File: config.mk
export PLATFORM = sky130hd
export DESIGN_NAME = tdpt_back
export DESIGN_NICKNAME = d
export VERILOG_FILES = /design/src/rtl/core/tdpt_pkg.sv /design/src/rtl/core/tdpt_back.sv
export SDC_FILE = /design/constraint.sdc
export NUM_CORES = 1
export LEC_CHECK = 0
export ABC_AREA = 1
export BUFFER_PORTS_ARGS = -buffer_cell sky130_fd_sc_hd__buf_2
export CAP_MARGIN = 20
export CORE_UTILIZATION = 35
export DETAILED_ROUTE_END_ITERATION = 6
export PLACE_DENSITY = 0.52
export SYNTH_ARGS = -nofsm -noshare
export SYNTH_HDL_FRONTEND = slang
export SYNTH_SLANG_ARGS = --single-unit
File: constraint.sdc
create_clock -name clk -period 4.9 [get_ports clk]
set_input_delay 0.98 -clock clk [delete_from_list [all_inputs] [get_ports clk]]
set_output_delay 0.98 -clock clk [all_outputs]
set_load 0.01 [all_outputs]
File: src/rtl/core/tdpt_pkg.sv
// Shared types and constants for the trial-division prime tester.
// Used by every module under rtl/core; depends on nothing.
package tdpt_pkg;

	localparam int VALUE_WIDTH = 20;
	// Running divisor square; wide enough for any divisor the walk reaches.
	localparam int SQ_W = 2 * VALUE_WIDTH + 2;
	localparam int CNT_W = $clog2(VALUE_WIDTH);
	localparam int Q_DEPTH = 2;
	localparam int Q_AW = $clog2(Q_DEPTH);
	localparam int Q_CNT_W = Q_AW + 1;

	localparam logic [VALUE_WIDTH-1:0] VAL_TWO = VALUE_WIDTH'(2);
	localparam logic [VALUE_WIDTH-1:0] VAL_FOUR = VALUE_WIDTH'(4);
	localparam logic [VALUE_WIDTH-1:0] FIRST_DIV = VALUE_WIDTH'(3);
	localparam logic [SQ_W-1:0] FIRST_SQ = SQ_W'(9);

	typedef enum logic [1:0] {
		CLS_NOT_PRIME,
		CLS_PRIME,
		CLS_TEST
	} cls_t;

	typedef enum logic [1:0] {
		BK_IDLE,
		BK_CHECK,
		BK_DIV,
		BK_FIN
	} back_state_t;

	typedef struct packed {
		logic [VALUE_WIDTH-1:0] value;
		logic                   last;
		cls_t                   cls;
	} qent_t;

	typedef struct packed {
		logic full;
		logic empty;
	} q_stat_t;

endpackage

File: src/rtl/core/tdpt_back.sv
// Back end: walks odd divisors with a bit-serial remainder unit and holds
// the result register. Depends on tdpt_pkg; reads from tdpt_queue.
module tdpt_back (
	input  logic                             clk,
	input  logic                             arst_n,
	input  tdpt_pkg::q_stat_t                q_stat,
	input  tdpt_pkg::qent_t                  q_rdata,
	output logic                             q_pop,
	output logic                             out_valid,
	input  logic                             out_pop,
	output logic [tdpt_pkg::VALUE_WIDTH-1:0] out_value,
	output logic                             out_prime,
	output logic                             out_last
);

	localparam int W = tdpt_pkg::VALUE_WIDTH;

	tdpt_pkg::back_state_t         state_q;
	tdpt_pkg::back_state_t         state_d;
	logic [W-1:0]                  n_q;
	logic                          last_q;
	logic                          prime_q;
	logic [W-1:0]                  d_q;
	logic [tdpt_pkg::SQ_W-1:0]     sq_q;
	logic [W-1:0]                  rem_q;
	logic [tdpt_pkg::CNT_W-1:0]    cnt_q;
	logic                          out_valid_q;

	logic [W:0]                    trial;
	logic [W-1:0]                  rem_nxt;
	logic                          sq_gt;
	logic                          slot_free;
	logic                          load_out;

	// One restoring step: shift in the next candidate bit, subtract if it fits.
	always_comb begin
		trial = {rem_q, n_q[cnt_q]};
		if (trial >= {1'b0, d_q}) begin
			rem_nxt = W'(trial - {1'b0, d_q});
		end else begin
			rem_nxt = trial[W-1:0];
		end
	end

	assign sq_gt     = (sq_q > tdpt_pkg::SQ_W'(n_q));
	assign slot_free = !out_valid_q || out_pop;

	always_ff @(posedge clk or negedge arst_n) begin
		if (!arst_n) begin
			state_q <= tdpt_pkg::BK_IDLE;
		end else begin
			state_q <= state_d;
		end
	end

	always_comb begin
		state_d  = state_q;
		q_pop    = 1'b0;
		load_out = 1'b0;
		unique case (state_q)
			tdpt_pkg::BK_IDLE: begin
				if (!q_stat.empty) begin
					q_pop = 1'b1;
					if (q_rdata.cls == tdpt_pkg::CLS_TEST) begin
						state_d = tdpt_pkg::BK_CHECK;
					end else begin
						state_d = tdpt_pkg::BK_FIN;
					end
				end
			end
			tdpt_pkg::BK_CHECK: begin
				if (sq_gt) begin
					state_d = tdpt_pkg::BK_FIN;
				end else begin
					state_d = tdpt_pkg::BK_DIV;
				end
			end
			tdpt_pkg::BK_DIV: begin
				if (cnt_q == '0) begin
					if (rem_nxt == '0) begin
						state_d = tdpt_pkg::BK_FIN;
					end else begin
						state_d = tdpt_pkg::BK_CHECK;
					end
				end
			end
			tdpt_pkg::BK_FIN: begin
				if (slot_free) begin
					load_out = 1'b1;
					state_d  = tdpt_pkg::BK_IDLE;
				end
			end
			default: begin
				state_d = tdpt_pkg::BK_IDLE;
			end
		endcase
	end

	always_ff @(posedge clk) begin
		case (state_q)
			tdpt_pkg::BK_IDLE: begin
				if (q_pop) begin
					n_q     <= q_rdata.value;
					last_q  <= q_rdata.last;
					prime_q <= (q_rdata.cls == tdpt_pkg::CLS_PRIME);
					d_q     <= tdpt_pkg::FIRST_DIV;
					sq_q    <= tdpt_pkg::FIRST_SQ;
				end
			end
			tdpt_pkg::BK_CHECK: begin
				rem_q <= '0;
				cnt_q <= tdpt_pkg::CNT_W'(W - 1);
				if (sq_gt) begin
					prime_q <= 1'b1;
				end
			end
			tdpt_pkg::BK_DIV: begin
				rem_q <= rem_nxt;
				cnt_q <= cnt_q - 1'b1;
				if (cnt_q == '0) begin
					if (rem_nxt == '0) begin
						prime_q <= 1'b0;
					end else begin
						// advance to the next odd divisor: (d+2)^2 = d^2 + 4d + 4
						d_q  <= d_q + tdpt_pkg::VAL_TWO;
						sq_q <= sq_q + (tdpt_pkg::SQ_W'(d_q) << 2) + tdpt_pkg::SQ_W'(4);
					end
				end
			end
			default: begin
			end
		endcase
	end

	always_ff @(posedge clk or negedge arst_n) begin
		if (!arst_n) begin
			out_valid_q <= 1'b0;
		end else if (load_out) begin
			out_valid_q <= 1'b1;
		end else if (out_pop) begin
			out_valid_q <= 1'b0;
		end
	end

	always_ff @(posedge clk) begin
		if (load_out) begin
			out_value <= n_q;
			out_prime <= prime_q;
			out_last  <= last_q;
		end
	end

	assign out_valid = out_valid_q;

endmodule

# Word level (Yosys, flattened, before mapping)
# Cells that the tools add are included.
# Widths: inputs -> output; s select.
[word_totals]
out_inout_bits = 24
in_bits = 28
wordCells = 76
regBits = 134
[op_classes]
addsub = 5
muxes = 31
eq_ne = 12
n_reduce_logical = 13
order_cmp = 3
[op_table]
columns = ["cell", "n"]
rows = [
  ["$mux 42", 3],
  ["$pmux 42 s2", 1],
  ["$mux 20", 4],
  ["$pmux 20 s2", 2],
  ["$add 42x22->42", 1],
  ["$add 42x3->42 const B", 1],
  ["$gt 42x20->1", 1],
  ["$ge 21x20->1", 1],
  ["$add 20x2->20 const B", 1],
  ["$logic_not 20->1", 1],
  ["$sub 20x20->20", 1],
  ["$ne 2x2->1 const B", 7],
  ["$mux 1", 12],
  ["$mux 2", 5],
  ["$pmux 5 s2", 1],
  ["$pmux 2 s4", 1],
  ["$eq 2x2->1 const B", 3],
  ["$lt 5x6->1 const B", 1],
  ["$reduce_bool 2->1", 3],
  ["$bmux 1 s5", 1],
  ["$logic_not 5->1", 1],
  ["$reduce_and 5->1", 1],
  ["$sub 5x1->5 const B", 1],
  ["$eq 2x1->1 const B", 2],
  ["8 further kinds", 8],
]

# Depth between registers and ports, before layout
# Gate-level depths: netlist of the first run.
[depth]
depth_word = 8
ltp_mapped = 28
mapped_depth_nobuf = 28

# Worst setup path after synthesis of the first run
# No wires, ideal clock.
[synth_path]
kind = "register -> register"
from = "reg cnt_q[0] in the netlist's numbering"
to = "reg d_q[10] (enable)"
stages_incl_launch_ff = 27
required_time_ps = 4488
arrival_time_ps = 3966
slack_ps = 522
path_cell_list = "edfxtp_1 buf_6 nand2_1 nand3_1 nand2_1 nand2_1 nand2_1 nand3_2 nand2_4 inv_1 fa_1 o21ai_0 nand2_1 nand2_1 nand3_1 nand2_1 nand2_1 nand2_1 xor2_1 nand2_1 o21ai_1 nor2_1 nand3_1 nor2_2 nand3_1 nand2_1 inv_1"
[synth_via]
elab_chain_cells = 7
elab_cells_between_ends = 10
cone_classes = "1 x add/sub; 1 x order compare; 2 x eq/ne; 3 x mux; 3 x reduce/logical"
[synth_rtl]
columns = ["element", "line_no", "text"]
rows = [
  ["from (decl)", "tdpt_back.sv:26", "logic [tdpt_pkg::CNT_W-1:0] cnt_q;"],
  ["from (signal assigned)", "tdpt_back.sv:112", "cnt_q <= tdpt_pkg::CNT_W'(W - 1);"],
  ["from (signal assigned)", "tdpt_back.sv:119", "cnt_q <= cnt_q - 1'b1;"],
  ["$bmux 1 s5", "tdpt_back.sv:37", "trial = {rem_q, n_q[cnt_q]};"],
  ["$mux 1 (implied by the code)", "tdpt_back.sv:37", ""],
  ["$sub 20x20->20 or $ge 21x20->1 (tied branches)", "tdpt_back.sv:39, tdpt_back.sv:38", ""],
  ["$mux 20", "tdpt_back.sv:38", "if (trial >= {1'b0, d_q}) begin"],
  ["$logic_not 20->1", "tdpt_back.sv:121", "if (rem_nxt == '0) begin"],
  ["$ne 2x2->1 (no line)", "--", ""],
  ["$reduce_and 4->1 (no line) *", "--", ""],
  ["to (signal assigned)", "tdpt_back.sv:106", "d_q <= tdpt_pkg::FIRST_DIV;"],
  ["to (signal assigned)", "tdpt_back.sv:125", "d_q <= d_q + tdpt_pkg::VAL_TWO;"],
  ["to (decl)", "tdpt_back.sv:23", "logic [W-1:0] d_q;"],
]
# Mark *: on every way between the ends. The rest lies on a longest branch, timed or not. The select of a mux whose other input is x is not followed.
# A chain may end at the register's enable or synchronous reset.

# Worst setup path in the final report of the first run
[layout_path]
from = "reg cnt_q[0] in the netlist's numbering"
to = "reg sq_q[11] in the netlist's numbering (enable)"
[layout_via]
elab_chain_cells = 7
elab_cells_between_ends = 10
cone_classes = "1 x add/sub; 1 x order compare; 2 x eq/ne; 3 x mux; 3 x reduce/logical"
[layout_rtl]
columns = ["element", "line_no", "text"]
rows = [
  ["$bmux 1 s5", "tdpt_back.sv:37", ""],
  ["$mux 1 (implied by the code)", "tdpt_back.sv:37", ""],
  ["$sub 20x20->20 or $ge 21x20->1 (tied branches)", "tdpt_back.sv:39, tdpt_back.sv:38", ""],
  ["$mux 20", "tdpt_back.sv:38", ""],
  ["$logic_not 20->1", "tdpt_back.sv:121", ""],
  ["$ne 2x2->1 (no line)", "--", ""],
  ["$reduce_and 4->1 (no line) *", "--", ""],
  ["to (signal assigned)", "tdpt_back.sv:107", "sq_q <= tdpt_pkg::FIRST_SQ;"],
  ["to (signal assigned)", "tdpt_back.sv:126", "sq_q <= sq_q + (tdpt_pkg::SQ_W'(d_q) << 2) + tdpt_pkg::SQ_W'(4);"],
  ["to (decl)", "tdpt_back.sv:24", "logic [tdpt_pkg::SQ_W-1:0] sq_q;"],
]
# Marked as above.

==> implementation parameters, run 1 <==
Parameter                              Value

Run status
  Outcome    finished clean

Logic synthesis
  Async set-reset flop share out of synthesis    2.31%
  Count of flip-flops with a built-in enable after synthesis    127
  Main flop type after synthesis    sky130_fd_sc_hd__edfxtp_1
  Number of unique standard cell types used by synthesis    51
  Share of synthesized area occupied by flip-flops and latches    44.8%
  Yosys top cell by area    sky130_fd_sc_hd__edfxtp_1
  Share of Yosys cell area claimed by the top area cell type    44.0%
  Synthesized area divided by synthesized cell count    8.62 um2
  Ranking of synthesized cells by area    sky130_fd_sc_hd__edfxtp_1, sky130_fd_sc_hd__ha_1, sky130_fd_sc_hd__nand2_1
  Warnings, synthesis    0
  Number of synthesized register bits    130
  Post-synthesis instance area    8670 um2
  Post-synthesis net count    1,118
  Cell types with the highest counts after synthesis    sky130_fd_sc_hd__nand2_1, sky130_fd_sc_hd__inv_1, sky130_fd_sc_hd__edfxtp_1, sky130_fd_sc_hd__a21oi_1, sky130_fd_sc_hd__nor2_1
  Most repeated cell in the gate-level netlist after synthesis    sky130_fd_sc_hd__nand2_1
  Instance count of the mapped netlist    1,006

Timing
  Setup violations, final    0
  Hold Fails Final Rpt    0
  Accumulated negative setup slack    0 ns
  Worst Clk Skew    0.00754 ns
  Tmin final    4.22 ns
  Slew Limit Fails    0
  Final worst path period share    86.0%
  FMAX    0.237 GHz
  Max-slew headroom at the worst pin    38.0%
  Tightest Pin Transition    0.930 ns
  Setup repair after global routing missed its margin    no

GRT
  Number of global-route vias before repair    6,665
  Maximum number of pins on one net before global-route repair    38
  Total routing usage reported by global routing    16.8%
  Leftover overflow at the end of global routing    0
  Global-route wire length before repair    33,400 um
  Initial antenna violation count    0

Setup path
  Nature of the critical path endpoint    flip-flop
  Data required, critical path    5.02 ns
  Crit path DAT    4.34 ns
  Type of origin of the critical path    flip-flop
  Largest driver fanout on the critical path    35
  Logic depth of the worst register-to-register path    27
  Startpoint-to-endpoint class of the critical path    flip-flop to flip-flop

Detailed routing
  Remaining routing DRC violations    0
  Overall via count from detail_route    6,907
  Wirelength per Cell    14.4 um
  DR iter-0 viols    442
  Average via count per standard cell    4.90
  DRT antenna net count    0
  Post-Route WL    20,400 um
  Number of detailed-routing iterations run before antenna repair    6

Hold path
  Min-delay worst type    input port to asynchronous set/reset pin

Clocking
  CTS Root Cell    sky130_fd_sc_hd__clkbuf_16
  Clock tree from TritonCTS    built
  Number of hold buffers added after CTS    0
  Number of clock sinks seen by CTS    130
  Worst-skew pair later-pin latency    0.43 ns
  Post CTS Setup Buffer Count    0
  Number of buffers created by CTS    17
  CTS clock-pin slew for the worst setup and hold paths    0.06 ns
  Clock H-tree levels    4
  Bufs on Longest Clock Path    2
  Post-cts sizing count    0

Placement
  Placed instance count    1,377
  Total of buffers placed on input and output ports    50
  Final GP Congestion    0.880
  Post-DP HPWL    15,500 um

Floorplan
  Number of top-level pins    52
  Die area    25,400 um2
  Starting utilization of the core area    35.7%
  Die Wd    159 um
  Core area    24,300 um2
  Core Rows    57
  Height of the die    159 um

Flow run
  # Max-Cap Violations    0

Final layout
  Area growth syn-to-layout    14.0%
  Antenna fix cells    0
  Layout cells sized above 1    10.4%
  Fill cell count    2,473
  Net total in the final layout    1,184
  Final std cells w/o fill    1,409
[final cells by class]
type / count / area (um2) / share of cell area (%)
multi-input cells: 714 / 4140 / 41.9
flip-flops and latches: 130 / 3890 / 39.3
inverters: 149 / 559 / 5.66
clock buffers: 17 / 425 / 4.30
well taps: 324 / 405 / 4.10
repair buffers: 60 / 350 / 3.54
clock inverters: 15 / 121 / 1.23
[final timing paths]
check                              start          to  slack, ns
worst max-delay path            cnt_q[0]    sq_q[11]       0.68
worst min-delay path              arst_n  state_q[0]       0.33
worst max register to register  cnt_q[0]    sq_q[11]       0.68
worst min register to register    last_q    out_last       0.43
max in group asynchronous         arst_n   out_valid       4.46
min in group clk                  last_q    out_last       0.43
[flip-flops by register name, indices dropped and copies added (netlist names)]
register   count
d_q           19
state_q        2
n_q           20
out_last       1
rem_q         20
out_prime      1
out_valid      1
last_q         1
cnt_q          5
out_value     20
prime_q        1
sq_q          39
[per-layer routing]
metal | global-route usage [%] | wire (um)
met1 | 21.9 | 10000
met2 | 27.9 | 9390
met3 | 3.86 | 758
met4 | 4.41 | 210
met5 | 0 | 0
[worst max-delay path, stage by stage (launching register included)]
cell and delay (ns):
sky130_fd_sc_hd__edfxtp_1 0.54, sky130_fd_sc_hd__buf_4 0.23, sky130_fd_sc_hd__nand2_1 0.07, sky130_fd_sc_hd__nand3_1 0.08, sky130_fd_sc_hd__nand2_1 0.07, sky130_fd_sc_hd__nand2_1 0.05
sky130_fd_sc_hd__nand2_1 0.09, sky130_fd_sc_hd__nand3_2 0.08, sky130_fd_sc_hd__nand2_4 0.14, sky130_fd_sc_hd__inv_1 0.09, sky130_fd_sc_hd__fa_1 0.43, sky130_fd_sc_hd__o21ai_0 0.30
sky130_fd_sc_hd__nand2_1 0.09, sky130_fd_sc_hd__nand2_1 0.13, sky130_fd_sc_hd__nand3_1 0.08, sky130_fd_sc_hd__nand2_1 0.13, sky130_fd_sc_hd__nand2_1 0.07, sky130_fd_sc_hd__nand2_1 0.07
sky130_fd_sc_hd__xor2_1 0.14, sky130_fd_sc_hd__nand2_1 0.07, sky130_fd_sc_hd__o21ai_1 0.12, sky130_fd_sc_hd__nor2_1 0.06, sky130_fd_sc_hd__nand3_1 0.10, sky130_fd_sc_hd__nor2_2 0.05
sky130_fd_sc_hd__nand3_1 0.08, sky130_fd_sc_hd__nand2_1 0.08, sky130_fd_sc_hd__inv_2 0.18, sky130_fd_sc_hd__buf_12 0.25
[kinds of logic (layout without fill, tap and decap cells)]
family / count (synthesis) / after routing / share of synthesized area, %
adder cells (fa/ha/maj): 84 / 84 / 12.3
AND/OR/NAND/NOR: 396 / 396 / 19.9
flip-flops: 130 / 130 / 44.8
buffers and inverters: 162 / 241 / 7.51
AO/OA/AOI/OAI: 220 / 220 / 14.1
XOR/XNOR: 14 / 14 / 1.41
[cells in the final DEF, fill, tap and decap left out, types with 2 or more instances in the layout]
cell | Yosys | final
sky130_fd_sc_hd__clkinvlp_4 | 0 | 5
sky130_fd_sc_hd__fa_1 | 2 | 2
sky130_fd_sc_hd__nor2_2 | 3 | 5
sky130_fd_sc_hd__edfxtp_1 | 127 | 127
sky130_fd_sc_hd__nor4_1 | 5 | 5
sky130_fd_sc_hd__a21o_1 | 7 | 7
sky130_fd_sc_hd__nand2_1 | 182 | 182
sky130_fd_sc_hd__buf_12 | 1 | 2
sky130_fd_sc_hd__inv_1 | 148 | 147
sky130_fd_sc_hd__inv_8 | 0 | 2
sky130_fd_sc_hd__nor2_1 | 102 | 100
sky130_fd_sc_hd__a21boi_0 | 4 | 4
sky130_fd_sc_hd__a31oi_1 | 3 | 3
sky130_fd_sc_hd__nand2_4 | 4 | 4
sky130_fd_sc_hd__dfrtp_1 | 3 | 3
sky130_fd_sc_hd__o22ai_1 | 2 | 2
sky130_fd_sc_hd__a221oi_1 | 2 | 2
sky130_fd_sc_hd__clkbuf_16 | 0 | 17
sky130_fd_sc_hd__buf_2 | 1 | 50
sky130_fd_sc_hd__xnor2_1 | 5 | 5
sky130_fd_sc_hd__o21ai_0 | 64 | 64
sky130_fd_sc_hd__o21a_1 | 9 | 9
sky130_fd_sc_hd__nand4_1 | 20 | 20
sky130_fd_sc_hd__o21ai_2 | 3 | 3
sky130_fd_sc_hd__or2_2 | 2 | 2
sky130_fd_sc_hd__nand3_1 | 37 | 37
sky130_fd_sc_hd__nand2_2 | 3 | 3
sky130_fd_sc_hd__o21ai_1 | 7 | 7
sky130_fd_sc_hd__a21oi_1 | 104 | 104
sky130_fd_sc_hd__o21bai_1 | 4 | 4
sky130_fd_sc_hd__ha_1 | 82 | 82
sky130_fd_sc_hd__inv_2 | 1 | 2
sky130_fd_sc_hd__inv_6 | 0 | 6
sky130_fd_sc_hd__nor3_1 | 30 | 30
sky130_fd_sc_hd__xor2_1 | 9 | 9
sky130_fd_sc_hd__buf_4 | 0 | 8
sky130_fd_sc_hd__o211ai_1 | 3 | 3
sky130_fd_sc_hd__o31ai_1 | 2 | 2
[through the flow]
stage,instance area (um2),utilization [%],hold WS [ns],worst slack [ns]
2_1_floorplan,8670,-,0.400,0.522
3_3_place_gp,9340,38.4,0.405,0.680
3_5_place_dp,9340,38.4,0.420,0.717
4_1_cts,9890,40.7,0.320,0.683
5_1_grt,9890,40.7,0.315,0.243
6_report,9890,40.7,0.333,0.684
Power of run 1 is left out: the tool's default activity adds up to more than one toggle a clock period on the data nets, which glitch-free logic cannot reach.
==> run 2, diff against run 1 <==
--- a/config.mk
+++ b/config.mk
@@ -8,9 +8,10 @@
 export ABC_AREA = 1
 export BUFFER_PORTS_ARGS = -buffer_cell sky130_fd_sc_hd__buf_2
 export CAP_MARGIN = 20
-export CORE_UTILIZATION = 35
+export CORE_UTILIZATION = 62
 export DETAILED_ROUTE_END_ITERATION = 6
-export PLACE_DENSITY = 0.52
+export MAX_ROUTING_LAYER = met4
+export PLACE_DENSITY = 0.82
 export SYNTH_ARGS = -nofsm -noshare
 export SYNTH_HDL_FRONTEND = slang
 export SYNTH_SLANG_ARGS = --single-unit
==> implementation parameters, run 2 (synthesis results as in run 1) <==
Parameter                              Value

Detailed routing
  Overall via count from detail_route    7,429
  DR iter-0 viols    664
  DRT antenna net count    0
  Remaining routing DRC violations    0
  Number of detailed-routing iterations run before antenna repair    6
  Wirelength per Cell    16.1 um
  Post-Route WL    20,300 um
  Average via count per standard cell    5.89

Floorplan
  Core area    13,500 um2
  Die area    14,500 um2
  Core Rows    42
  Number of top-level pins    52
  Die Wd    120 um
  Starting utilization of the core area    64.5%
  Height of the die    120 um

GRT
  Maximum number of pins on one net before global-route repair    38
  Total routing usage reported by global routing    30.5%
  Number of global-route vias before repair    7,121
  Global-route wire length before repair    33,400 um
  Initial antenna violation count    0
  Leftover overflow at the end of global routing    0

Timing
  Setup violations, final    0
  Final worst path period share    89.9%
  Tightest Pin Transition    0.816 ns
  Max-slew headroom at the worst pin    45.6%
  Tmin final    4.40 ns
  Accumulated negative setup slack    0 ns
  FMAX    0.227 GHz
  Setup repair after global routing missed its margin    no
  Hold Fails Final Rpt    0
  Slew Limit Fails    0
  Worst hold slack    0.340 ns
  Worst Clk Skew    0.0103 ns

Placement
  Final GP Congestion    0.975
  Cell Area, Placed    9130 um2
  Total of buffers placed on input and output ports    50
  Post-DP HPWL    14,900 um

Final layout
  Largest reg by FF count    sq_q
  Antenna fix cells    0
  Layout cells sized above 1    10.4%
  Total area of multi-input combinational cells    4140 um2
  Most common cell after layout, fill and taps aside    sky130_fd_sc_hd__nand2_1
  Seq. cell area    3890 um2
  Final standard cell area without fillers    9730 um2
  Flip-flop count of the largest register after layout    39
  Post-route core utilization    72.3%
  Area growth syn-to-layout    12.1%
  Commonest cells after routing, fill and taps aside    sky130_fd_sc_hd__nand2_1, sky130_fd_sc_hd__inv_1, sky130_fd_sc_hd__edfxtp_1
  Net total in the final layout    1,185
  Fill cell count    1,003

Run status
  Outcome    finished clean

Clocking
  Clock tree from TritonCTS    built
  Number of buffers created by CTS    17
  Bufs on Longest Clock Path    2
  Worst-skew pair later-pin latency    0.42 ns
  Clock H-tree levels    4
  CTS clock-pin slew for the worst setup and hold paths    0.06 ns
  Number of clock sinks seen by CTS    130
  CTS Root Cell    sky130_fd_sc_hd__clkbuf_16
  Post-cts sizing count    0

Setup path
  Capturing instance or port of the critical path    sq_q[30]
  Flop2flop setup slack    0.50 ns
  Logic depth of the worst register-to-register path    27
  Nature of the critical path endpoint    flip-flop
  Type of origin of the critical path    flip-flop
  Crit path DAT    4.52 ns
  Startpoint of the lowest-slack register-to-register path    cnt_q[0]
  Largest driver fanout on the critical path    32
  Startpoint-to-endpoint class of the critical path    flip-flop to flip-flop
  Startpoint of the most critical setup path    cnt_q[0]
  Data required, critical path    5.01 ns
  Crit Reg-Reg Endpoint    sq_q[30]

Hold path
  Min-delay worst type    input port to asynchronous set/reset pin

Flow run
  # Max-Cap Violations    0
run 2: changes by cell type in the layout (fill, tap and decap cells not counted), moves of 2 or more:
cell and delta:
sky130_fd_sc_hd__inv_8 -2, sky130_fd_sc_hd__inv_6 -4, sky130_fd_sc_hd__clkinv_4 +2, sky130_fd_sc_hd__clkinvlp_4 -3, sky130_fd_sc_hd__bufinv_16 +2, sky130_fd_sc_hd__clkinv_2 +4
run 2: timing repair:
action / CTS / global route
hold endpoints to repair: 0 / 0
buffers inserted: 0 / 2
hold buffers: 0 / 0
endpoints found under the setup margin: 0 / 39
run 2: final cells by class:
cell class              count  area share (%)
well taps                 176            2.26
multi-input cells         714            42.5
flip-flops and latches    130            40.0
clock buffers              18            4.41
inverters                 149            5.75
repair buffers             61            3.63
clock inverters            14            1.43
run 2: layer usage:
| metal | part of all wire [%] | track usage (%) | up-vias |
|---|---|---|---|
| met5 | 0 | - | - |
| met4 | 2.5 | 14.0 | 0 |
| met3 | 6.3 | 4.25 | 48 |
| met2 | 49 | 50.0 | 295 |
| met1 | 42 | 37.6 | 3483 |
| li1 | - | - | 3603 |
run 2: metrics by stage:
stage          cells  worst slack (ns)
3_5_place_dp    1227             0.486
3_3_place_gp    1227             0.570
5_1_grt         1262            0.0899
2_1_floorplan   1006             0.522
6_report        1262             0.497
4_1_cts         1259             0.405
run 2: worst max-delay path, cell delays in order, from the launching register on:
cell and delay, ns:
sky130_fd_sc_hd__edfxtp_1 0.50, sky130_fd_sc_hd__buf_4 0.22, sky130_fd_sc_hd__nand2_1 0.07, sky130_fd_sc_hd__nand3_1 0.08, sky130_fd_sc_hd__nand2_1 0.07, sky130_fd_sc_hd__nand2_1 0.05
sky130_fd_sc_hd__nand2_1 0.11, sky130_fd_sc_hd__nand3_2 0.12, sky130_fd_sc_hd__nand2_4 0.15, sky130_fd_sc_hd__inv_1 0.10, sky130_fd_sc_hd__fa_1 0.43, sky130_fd_sc_hd__o21ai_0 0.29
sky130_fd_sc_hd__nand2_1 0.09, sky130_fd_sc_hd__nand2_1 0.12, sky130_fd_sc_hd__nand3_1 0.08, sky130_fd_sc_hd__nand2_1 0.12, sky130_fd_sc_hd__nand2_1 0.07, sky130_fd_sc_hd__nand2_1 0.07
sky130_fd_sc_hd__xor2_1 0.14, sky130_fd_sc_hd__nand2_1 0.07, sky130_fd_sc_hd__o21ai_1 0.10, sky130_fd_sc_hd__nor2_1 0.08, sky130_fd_sc_hd__nand3_1 0.10, sky130_fd_sc_hd__nor2_2 0.05
sky130_fd_sc_hd__nand3_1 0.08, sky130_fd_sc_hd__nand2_1 0.08, sky130_fd_sc_hd__inv_2 0.36, sky130_fd_sc_hd__buf_12 0.27
run 2: worst min path at each step:
stage	from	endpoint	slack, ns	cells past startpoint
2_1_floorplan	last_q	out_last	0.40	0
3_3_place_gp	last_q	out_last	0.41	0
3_5_place_dp	last_q	out_last	0.41	0
4_1_cts	arst_n	state_q[1]	0.33	1
5_1_grt	arst_n	out_valid	0.34	1
6_report	arst_n	state_q[1]	0.34	1
Power of run 2 is left out for the same reason.
